File: config.mk
export PLATFORM = sky130hd
export DESIGN_NAME = strided_tile_gather
export DESIGN_NICKNAME = d
export VERILOG_FILES = /design/src/hdl/stg_pkg.sv /design/src/hdl/strided_tile_gather.sv /design/src/hdl/stg_ctrl.sv /design/src/hdl/stg_dp.sv
export SDC_FILE = /design/constraint.sdc
export NUM_CORES = 1
export LEC_CHECK = 0
export BUFFER_PORTS_ARGS = -buffer_cell sky130_fd_sc_hd__buf_2
export CORE_ASPECT_RATIO = 0.6
export CORE_MARGIN = 8
export CORE_UTILIZATION = 32
export DETAILED_ROUTE_END_ITERATION = 16
export GPL_TIMING_DRIVEN = 0
export PLACE_DENSITY_LB_ADDON = 0.15
export SYNTH_ARGS = -nofsm -noshare
export SYNTH_HDL_FRONTEND = slang
export SYNTH_SLANG_ARGS = --single-unit
File: constraint.sdc
create_clock -name clk -period 11 [get_ports clk]
set_clock_uncertainty 0.1 [all_clocks]
set_input_delay 2.75 -clock clk [delete_from_list [all_inputs] [get_ports clk]]
set_output_delay 2.75 -clock clk [all_outputs]
set_load 0.02 [all_outputs]
File: src/hdl/stg_pkg.sv
// ----------------------------------------------------------------------------
// stg_pkg
// Shared constants, status codes and controller/datapath interface types
// for the strided tile gather block.
// ----------------------------------------------------------------------------
package stg_pkg;

  localparam int unsigned MAX_ROWS_DEF = 64;

  // restoring divider: one quotient bit per step, one step per dividend bit
  localparam int unsigned DIV_STEPS = 17;
  localparam int unsigned DIV_CNT_W = $clog2(DIV_STEPS);

  localparam logic [16:0] SIZE_LIMIT = 17'd65536;

  localparam logic [2:0] ST_OK            = 3'd0;
  localparam logic [2:0] ST_ZERO_ROWS     = 3'd1;
  localparam logic [2:0] ST_ZERO_STRIDE   = 3'd2;
  localparam logic [2:0] ST_NOT_MULTIPLE  = 3'd3;
  localparam logic [2:0] ST_EMPTY         = 3'd4;
  localparam logic [2:0] ST_TOO_MANY_ROWS = 3'd5;
  localparam logic [2:0] ST_OVERSIZE      = 3'd6;

  typedef struct packed {
    logic load;      // capture descriptor, clear divider and row walk
    logic div_step;  // one divider iteration
    logic issue;     // load the next request into the output register
  } cmd_t;

  typedef struct packed {
    logic div_done;    // this divider step is the final one
    logic out_free;    // output register can take a request this cycle
    logic final_item;  // the request about to issue ends the descriptor
  } stat_t;

endpackage

File: src/hdl/strided_tile_gather.sv
// ----------------------------------------------------------------------------
// strided_tile_gather
// Read request generator for one strided 2-D tile copy.
//
// Input channel (in_*): one descriptor per request: base address, packed
// tile size, row count and row stride. in_stall is high while a descriptor
// is being worked on.
// Output channel (out_*): read requests. Contiguous tiles give one request
// for the whole size; otherwise one request per row at base + row * stride,
// with the packed offset row * row length. A bad descriptor gives a single
// error request with last set and the status code.
// Timing: a descriptor is accepted while idle, then the row length divider
// runs with one quotient bit per cycle, then one request per cycle while
// the receiver does not stall.
// The next descriptor is taken as soon as the final request sits in the
// output register. out_stall holds the output register and pauses the row
// walk. Reset empties the output register and returns the sequencer to idle.
// ----------------------------------------------------------------------------
module strided_tile_gather #(
  parameter int unsigned MAX_ROWS = stg_pkg::MAX_ROWS_DEF
) (
  input  logic        clk,
  input  logic        rst_n,
  input  logic        in_valid,
  output logic        in_stall,
  input  logic [63:0] in_base_addr,
  input  logic [16:0] in_total_bytes,
  input  logic [6:0]  in_row_count,
  input  logic [31:0] in_row_stride,
  output logic        out_valid,
  input  logic        out_stall,
  output logic [63:0] out_read_addr,
  output logic [16:0] out_read_len,
  output logic [15:0] out_pack_offset,
  output logic        out_last,
  output logic [2:0]  out_status
);
  import stg_pkg::*;

  cmd_t  cmd;
  stat_t stat;
  logic  idle;

  stg_ctrl u_ctrl (
    .clk      (clk),
    .rst_n    (rst_n),
    .in_valid (in_valid),
    .stat     (stat),
    .cmd      (cmd),
    .idle     (idle)
  );

  stg_dp #(
    .MAX_ROWS (MAX_ROWS)
  ) u_dp (
    .clk             (clk),
    .rst_n           (rst_n),
    .cmd             (cmd),
    .stat            (stat),
    .in_base_addr    (in_base_addr),
    .in_total_bytes  (in_total_bytes),
    .in_row_count    (in_row_count),
    .in_row_stride   (in_row_stride),
    .out_valid       (out_valid),
    .out_stall       (out_stall),
    .out_read_addr   (out_read_addr),
    .out_read_len    (out_read_len),
    .out_pack_offset (out_pack_offset),
    .out_last        (out_last),
    .out_status      (out_status)
  );

  assign in_stall = !idle;

endmodule

File: src/hdl/stg_ctrl.sv
// ----------------------------------------------------------------------------
// stg_ctrl
// Sequencer: accepts a descriptor, runs the divider, then issues requests
// into the output register until the final one has been issued.
// ----------------------------------------------------------------------------
module stg_ctrl (
  input  logic          clk,
  input  logic          rst_n,
  input  logic          in_valid,
  input  stg_pkg::stat_t stat,
  output stg_pkg::cmd_t  cmd,
  output logic          idle
);
  import stg_pkg::*;

  localparam logic [1:0] S_IDLE = 2'd0;
  localparam logic [1:0] S_DIV  = 2'd1;
  localparam logic [1:0] S_EMIT = 2'd2;

  logic [1:0] state_r;
  logic [1:0] state_nxt;

  always_comb begin
    state_nxt    = state_r;
    cmd.load     = 1'b0;
    cmd.div_step = 1'b0;
    cmd.issue    = 1'b0;
    case (state_r)
      S_IDLE: begin
        if (in_valid) begin
          cmd.load  = 1'b1;
          state_nxt = S_DIV;
        end
      end
      S_DIV: begin
        cmd.div_step = 1'b1;
        if (stat.div_done) begin
          state_nxt = S_EMIT;
        end
      end
      S_EMIT: begin
        if (stat.out_free) begin
          cmd.issue = 1'b1;
          if (stat.final_item) begin
            state_nxt = S_IDLE;
          end
        end
      end
      default: begin
        state_nxt = S_IDLE;
      end
    endcase
  end

  always_ff @(posedge clk) begin
    if (!rst_n) begin
      state_r <= S_IDLE;
    end else begin
      state_r <= state_nxt;
    end
  end

  assign idle = (state_r == S_IDLE);

  a_accept_starts_div: assert property (@(posedge clk) disable iff (!rst_n)
    (state_r == S_IDLE && in_valid) |=> state_r == S_DIV)
    else $error("accepted request did not start the divider");

  a_final_returns_idle: assert property (@(posedge clk) disable iff (!rst_n)
    (cmd.issue && stat.final_item) |=> (state_r == S_IDLE))
    else $error("controller kept issuing after the final request");

endmodule

File: src/hdl/stg_dp.sv
// ----------------------------------------------------------------------------
// stg_dp
// Datapath: descriptor registers, restoring divider for the row length,
// row address and pack offset accumulators, and the output register.
// ----------------------------------------------------------------------------
module stg_dp #(
  parameter int unsigned MAX_ROWS = stg_pkg::MAX_ROWS_DEF
) (
  input  logic           clk,
  input  logic           rst_n,
  input  stg_pkg::cmd_t  cmd,
  output stg_pkg::stat_t stat,
  input  logic [63:0]    in_base_addr,
  input  logic [16:0]    in_total_bytes,
  input  logic [6:0]     in_row_count,
  input  logic [31:0]    in_row_stride,
  output logic           out_valid,
  input  logic           out_stall,
  output logic [63:0]    out_read_addr,
  output logic [16:0]    out_read_len,
  output logic [15:0]    out_pack_offset,
  output logic           out_last,
  output logic [2:0]     out_status
);
  import stg_pkg::*;

  // descriptor
  logic [63:0] base_r;
  logic [16:0] total_r;
  logic [6:0]  rows_r;
  logic [31:0] stride_r;

  // divider: quot_r starts as the dividend and ends as the row length
  logic [16:0]          quot_r;
  logic [16:0]          quot_nxt;
  logic [6:0]           rem_r;
  logic [6:0]           rem_nxt;
  logic [DIV_CNT_W-1:0] div_cnt_r;
  logic [7:0]           rem_sh;
  logic [7:0]           rem_sub;
  logic                 q_bit;

  // row walk
  logic [63:0] addr_r;
  logic [15:0] off_r;
  logic [6:0]  row_r;

  logic [2:0]  err_code;
  logic        contig;
  logic        last_row;

  // output register
  logic        out_valid_r;
  logic [63:0] out_addr_r;
  logic [16:0] out_len_r;
  logic [15:0] out_off_r;
  logic        out_last_r;
  logic [2:0]  out_status_r;

  always_comb begin
    rem_sh   = {rem_r, quot_r[16]};
    rem_sub  = rem_sh - {1'b0, rows_r};
    q_bit    = (rem_sh >= {1'b0, rows_r});
    rem_nxt  = q_bit ? rem_sub[6:0] : rem_sh[6:0];
    quot_nxt = {quot_r[15:0], q_bit};
  end

  always_comb begin
    if (total_r == '0) begin
      err_code = ST_EMPTY;
    end else if (rows_r == '0) begin
      err_code = ST_ZERO_ROWS;
    end else if (stride_r == '0) begin
      err_code = ST_ZERO_STRIDE;
    end else if (rem_r != '0) begin
      err_code = ST_NOT_MULTIPLE;
    end else if (rows_r > 7'(MAX_ROWS)) begin
      err_code = ST_TOO_MANY_ROWS;
    end else if (total_r > SIZE_LIMIT) begin
      err_code = ST_OVERSIZE;
    end else begin
      err_code = ST_OK;
    end
  end

  assign contig   = ({15'd0, quot_r} == stride_r);
  assign last_row = (({1'b0, row_r} + 8'd1) == {1'b0, rows_r});

  assign stat.div_done   = (div_cnt_r == DIV_CNT_W'(DIV_STEPS - 1));
  assign stat.out_free   = !out_valid_r || !out_stall;
  assign stat.final_item = (err_code != ST_OK) || contig || last_row;

  always_ff @(posedge clk) begin
    if (cmd.load) begin
      base_r    <= in_base_addr;
      total_r   <= in_total_bytes;
      rows_r    <= in_row_count;
      stride_r  <= in_row_stride;
      quot_r    <= in_total_bytes;
      rem_r     <= '0;
      div_cnt_r <= '0;
      addr_r    <= in_base_addr;
      off_r     <= '0;
      row_r     <= '0;
    end else if (cmd.div_step) begin
      quot_r    <= quot_nxt;
      rem_r     <= rem_nxt;
      div_cnt_r <= div_cnt_r + DIV_CNT_W'(1);
    end else if (cmd.issue) begin
      // advance to the next row
      addr_r <= addr_r + {32'd0, stride_r};
      off_r  <= off_r + quot_r[15:0];
      row_r  <= row_r + 7'd1;
    end
  end

  always_ff @(posedge clk) begin
    if (cmd.issue) begin
      if (err_code != ST_OK) begin
        out_addr_r   <= '0;
        out_len_r    <= '0;
        out_off_r    <= '0;
        out_last_r   <= 1'b1;
        out_status_r <= err_code;
      end else if (contig) begin
        out_addr_r   <= base_r;
        out_len_r    <= total_r;
        out_off_r    <= '0;
        out_last_r   <= 1'b1;
        out_status_r <= ST_OK;
      end else begin
        out_addr_r   <= addr_r;
        out_len_r    <= quot_r;
        out_off_r    <= off_r;
        out_last_r   <= last_row;
        out_status_r <= ST_OK;
      end
    end
  end

  always_ff @(posedge clk) begin
    if (!rst_n) begin
      out_valid_r <= 1'b0;
    end else if (cmd.issue) begin
      out_valid_r <= 1'b1;
    end else if (!out_stall) begin
      out_valid_r <= 1'b0;
    end
  end

  assign out_valid       = out_valid_r;
  assign out_read_addr   = out_addr_r;
  assign out_read_len    = out_len_r;
  assign out_pack_offset = out_off_r;
  assign out_last        = out_last_r;
  assign out_status      = out_status_r;

  a_issue_needs_room: assert property (@(posedge clk) disable iff (!rst_n)
    cmd.issue |-> (!out_valid_r || !out_stall))
    else $error("request issued over a stalled result");

  a_error_shape: assert property (@(posedge clk) disable iff (!rst_n)
    (out_valid_r && out_status_r != ST_OK) |-> (out_last_r && out_len_r == '0))
    else $error("error result must be a single zero-length final request");

  a_no_issue_in_div: assert property (@(posedge clk) disable iff (!rst_n)
    cmd.div_step |-> !cmd.issue)
    else $error("request issued before the row length was ready");

endmodule
==> run metrics, run 1 <==
cts-stage hold buffer count 0; RSZ-0062 raised after global routing no; hold slack 378.3 ps; GR Util All Layers 16.07%; initial antenna violation count 5; met3 Use GR 2.938%; worst endpoint required time 11120 ps; fillers 5034; final count of hold timing violations 0; Top FF cell, synth edfxtp_1; Area contributors post-synth edfxtp_1, mux2i_1, dfxtp_1; CP Buf/Inv Count 5; Die H 190.7 um; buffer count from post-CTS setup fixing 0; delay-heaviest family, CP buffers and inverters; DR WL/cell 20.48 um; kind of critical path input port to flop; Final Wtd Congestion 0.8475; Leak Pwr 7.870 nW; fmax 183.1 MHz; maxcap violations 0; Net Count, Synth 1565; Core Util, Final 38.61%; worst hold path type flop to flop; CP max FO 47; worst-case clock buffer depth 3; largest net degree at the start of global routing 62; met2 Use GR 23.73%; top cell type by total area after synthesis edfxtp_1; Slew @ Worst Pin 1261 ps; Layout Area Growth over Synthesis 20.06%; crit path DAT 5590 ps; total die area 58570 um^2; Initial Util 32.16%; global route overflow 0; area of the core 50610 um^2; CTS root buffer clkbuf_16; syn_area_per_cell 11.79 um^2; Resize count post-CTS 0; Worst-path clk slew 60 ps; most frequent cells after synthesis edfxtp_1, nor2_1, nand2_1; port bufs 226; post-synth cell types 62; worst vdd ir 0.0001018 V; Vias per Instance 4.911; Max stage delay cell, worst path clkbuf_1; Detailed Routing Iterations Pass 1 5; Placement Cell Area 18390 um^2; DR vias 11.65k; Final setup viols 0; CTS tree yes; fin. max-slew vios 0; Synth top area share 55.72%; cells after synthesis 1381; die width 307.2 um; async set-reset flop share out of synthesis 0%; minimum clock period 5462 ps; DRC viols 0; Final Cycle Share 49.66%; Clk Latency, worst-skew pair 530 ps; status completed; vias in the first global route 11.46k; final wirelength 48580 um; Cells after DPL 2304; power density over the cells 177.3 nW/um^2; highest cell delay on the worst timing path 770 ps; first-pass GRT wire length 72070 um; relative slew slack 15.93%; I/O pin count 227; met1 Use GR 24.43%; count leader, synth edfxtp_1; # rows 64; DR iter-0 viols 876; Seq/Total Area, Yosys 60.39%; final cell count without fillers 2372; overall power 3.465 mW; post-route ant nets 0; crit path capture type flop; clock sink total 340; share of post-route cells with drive strength above 1 18.00%; GR peak layer met1; layout net count 1834; Syn. warnings 0; EDFF count, synth 302; CP Cell Sequence buf_2 -> nand2_1 -> inv_1 -> nor2_1 -> clkbuf_1 -> inv_4 -> buf_16; Worst Setup Start Kind input port; synthesized area 16280 um^2; fin area 19540 um^2; CTS H-Tree Depth 2; cts bufs inserted 37; Seq cells post-synth 340; dpl hpwl 36030 um
[cells in the final DEF, fill, tap and decap left out, types with 5 or more instances in the layout]
cell type	count
a211oi_1	5
a21o_1	24
a21oi_1	67
a31oi_1	7
and2_1	21
and3_1	15
buf_2	230
clkbuf_1	51
clkbuf_16	39
clkinv_1	7
clkinv_2	6
dfxtp_1	38
edfxtp_1	302
ha_1	57
inv_1	30
mux2i_1	81
nand2_1	156
nand2b_1	9
nand3_1	22
nand4_1	14
nor2_1	158
nor2b_1	8
nor3_1	8
nor4_1	16
o2111ai_1	10
o211ai_1	8
o21a_1	5
o21ai_0	35
o21ai_1	62
o31ai_1	9
xnor2_1	51
xor2_1	51
[cells by family (layout without fill, tap and decap cells)]
family                     Yosys count  after routing  synth area share (%)
other                                0              1                     0
adders and majority gates           60             60                 4.751
muxes                               81             81                 4.982
xor gates and xnor gates           102            102                 5.489
buffers and inverters               83            380                 1.945
and+or+nand+nor                    451            451                 12.52
DFF                                340            340                 60.39
AOI/OAI and AO/OA                  264            264                 9.917
[worst paths after layout]
kind                            cells past startpoint                              endpoint  slack [ps]                   startpoint
worst max-delay path                                7             u_dp.addr_r[53]$_DFFE_PP_        5540                     in_valid
worst min-delay path                                1           u_dp.off_r[15]$_SDFFE_PP0P_         380  u_dp.off_r[15]$_SDFFE_PP0P_
worst max register to register                      8  u_dp.out_read_addr[59]$_SDFFCE_PP0P_        7000  u_dp.stride_r[17]$_DFFE_PP_
worst min register to register                      1           u_dp.off_r[15]$_SDFFE_PP0P_         380  u_dp.off_r[15]$_SDFFE_PP0P_
[final cells by class]
class,count,area [um^2],area share (%)
Sequential cell,340,9829,50.30
Multi-Input combinational cell,958,6130,31.37
Timing Repair Buffer,230,1234,6.314
Clock buffer,50,1037,5.308
Tap cell,693,867.1,4.437
Buffer,51,201.4,1.031
Inverter,32,127.6,0.6531
Clock inverter,17,111.4,0.5699
Antenna cell,1,2.502,0.01281
[registers in the layout (all words and copies together), names as in the netlist]
signal / cells
u_dp.off_r: 16
u_dp.out_last: 1
u_dp.rem_r: 7
u_dp.total_r: 17
u_dp.out_read_len: 17
u_dp.rows_r: 7
u_ctrl.state_r: 2
u_dp.row_r: 7
u_dp.base_r: 64
u_dp.out_read_addr: 64
u_dp.quot_r: 17
u_dp.addr_r: 64
u_dp.stride_r: 32
u_dp.out_status: 3
u_dp.div_cnt_r: 5
u_dp.out_pack_offset: 16
u_dp.out_valid: 1
[layer usage]
metal  wire (um)  share of wire (%)
met1       24770                 51
met2       20440                 42
met3        2577                5.3
met4         767                1.6
met5          23              0.047
[power breakdown]
part | leakage [nW] | switching (mW) | internal [mW]
logic | 4.14 | 0.391 | 0.245
clock network | 0.563 | 0.525 | 0.687
registers | 3.16 | 0.0821 | 1.53
total | 7.87 | 0.998 | 2.47
[per-stage QoR]
stage	setup slack (ps)	setup TNS, ps
after detailed placement	5048	0
after global routing	5508	0
after CTS	5609	0
after global placement	-128.0	-221.0
final	5538	0
after floorplan	3611	0
Power figures use the tool's default switching activity.
==> run 2: changes to the inputs <==
==> constraint.sdc (replaced) <==
create_clock -name clk -period 5.2 [get_ports clk]
set_clock_uncertainty 0.1 [all_clocks]
set_input_delay 1.3 -clock clk [delete_from_list [all_inputs] [get_ports clk]]
set_output_delay 1.3 -clock clk [all_outputs]
set_load 0.02 [all_outputs]
==> run 2 against run 1 <==
Effect of this change:
- sequential power grew 110%
- global-route usage is essentially flat
- first-iteration DRC count shrank 5.7%
- final cell count about the same
- register-to-register slack lost 5900 ps
==> run metrics, run 2 (synthesis results as in run 1) <==
status completed; clock network power share 35.7%; dpl hpwl 35940 um; overall power 7.411 mW; fin. max-slew vios 0; worst hold path type flop to flop; Worst-path clk slew 60 ps; Final Cycle Share 78.80%; worst endpoint required time 5320 ps; DR vias 11.66k; CTS root buffer clkbuf_16; Worst Hold Launch u_dp.off_r[13]$_SDFFE_PP0P_; crit path capture type flop; CTS H-Tree Depth 2; GR Util All Layers 16.08%; highest-count cells in the layout ignoring fill and taps edfxtp_1, buf_2, nor2_1; fin area 19580 um^2; CP Cell Sequence nor4_1 -> nand4_1 -> nor3_1 -> and2b_1 -> nand4b_1 -> clkbuf_2 -> clkbuf_1 -> nor2_1; relative slew slack 32.64%; Placement Cell Area 18370 um^2; Initial Util 32.16%; layout net count 1833; kind of critical path flop to flop; power density over the cells 378.6 nW/um^2; cts-stage hold buffer count 0; vias in the first global route 11.60k; Final setup viols 0; initial antenna violation count 6; setup tns final 0 ps; DR WL/cell 20.59 um; final cell count without fillers 2373; minimum clock period 4097 ps; final wirelength 48870 um; reg2reg setup slack 1100 ps; fmax 244.1 MHz; Sequential Power Share 46.1%; area of the core 50610 um^2; Resize count post-CTS 0; commonest non-fill, non-tap cell in the layout edfxtp_1; CP max FO 10; clock sink total 340; RR Startpoint u_dp.stride_r[24]$_DFFE_PP_; Vias per Instance 4.912; Worst Setup Start Kind flop; Detailed Routing Iterations Pass 1 5; Clk Latency, worst-skew pair 540 ps; buffer count from post-CTS setup fixing 0; first-pass GRT wire length 72190 um; CTS tree yes; DR iter-0 viols 826; DRC viols 0; largest net degree at the start of global routing 76; WHS Path Cells 2; post-route ant nets 0; Min-Delay Endpoint u_dp.off_r[13]$_SDFFE_PP0P_; Slew @ Worst Pin 1010 ps; # rows 64; die width 307.2 um; total die area 58570 um^2; Max stage delay cell, worst path nor3_1; I/O pin count 227; Sw Share 29.07%; Layout Area Growth over Synthesis 20.27%; worst-case clock buffer depth 3; share of post-route cells with drive strength above 1 18.30%; final count of hold timing violations 0; hold slack 370.2 ps; Comb pwr share 18.2%; Die H 190.7 um; cell count of the worst reg-to-reg path 8; Leak Pwr 7.878 nW; crit path DAT 4210 ps; Internal Pwr Total 5.257 mW; port bufs 226; Final Wtd Congestion 0.8491; RR Endpoint u_dp.out_read_addr[61]$_SDFFCE_PP0P_; switching pwr 2.154 mW; RSZ-0062 raised after global routing no; highest cell delay on the worst timing path 780 ps; global route overflow 0; Cells after DPL 2303; cts bufs inserted 37; worst vdd ir 0.0002109 V; maxcap violations 0
[run 2: cell count changes in the layout (fill, tap and decap cells not counted)]
cell and delta:
buf_12 -1, bufinv_16 +1, clkbuf_1 -4, clkbuf_4 -1, clkinv_1 -1, clkinv_4 +2
clkinvlp_4 +3, diode_2 +1, inv_6 +1
[run 2: area by class of cell]
cell class	count	area [um^2]
antenna	2	5.005
clock inverter	23	186.4
buffer	51	207.7
inverter	32	127.6
sequential	340	9829
multi-input combinational	958	6130
timing repair buffer	229	1214
tap	693	867.1
fill	5016	31030
clock buffer	45	1008
[run 2: how the worst max path moves through the flow]
stage | slack, ps | start | to | cells after the start
4_1_cts | 440 | u_dp.stride_r[17]$_DFFE_PP_ | u_dp.out_read_addr[61]$_SDFFCE_PP0P_ | 8
3_3_place_gp | -2520 | out_stall | u_dp.off_r[1]$_SDFFE_PP0P_ | 8
6_report | 1100 | u_dp.stride_r[24]$_DFFE_PP_ | u_dp.out_read_addr[61]$_SDFFCE_PP0P_ | 8
3_5_place_dp | 460 | u_dp.stride_r[17]$_DFFE_PP_ | u_dp.out_read_addr[61]$_SDFFCE_PP0P_ | 8
5_1_grt | 780 | u_dp.stride_r[17]$_DFFE_PP_ | u_dp.out_read_addr[61]$_SDFFCE_PP0P_ | 8
2_1_floorplan | 280 | out_stall | u_dp.addr_r[0]$_DFFE_PP_ | 6
[run 2: power by group through the flow]
stage               combinational, mW  clock, mW  sequential, mW
finish                           1.35       2.65            3.42
global route                     1.52       2.84            3.44
CTS                              1.36       2.72            3.42
detailed placement               1.35          0            3.47
global placement                 1.32          0            3.48
floorplan                       0.954          0            3.40
[run 2: routing by layer]
metal | wire length [um] | global-route usage [%] | vias to the layer above
met5 | 64 | 0 | -
met4 | 769 | 2.958 | 10
met3 | 3157 | 3.670 | 64
met2 | 20410 | 23.56 | 323
met1 | 24470 | 24.18 | 5654
li1 | - | - | 5604
[run 2: critical path, delay by kind of cell, from the launching register on]
| kind | cells | cell delay, ps |
|---|---|---|
| AND/OR/NAND/NOR | 6 | 2270 |
| buffers and inverters | 2 | 1010 |
| flip-flops | 1 | 410 |
[run 2: per-stage QoR]
step                      setup slack (ps)  utilization, %
after global routing                 776.9           38.67
final                                 1103           38.68
after detailed placement             458.5           36.31
after floorplan                      283.9               -
after global placement               -2516           36.11
after CTS                            445.0           38.67
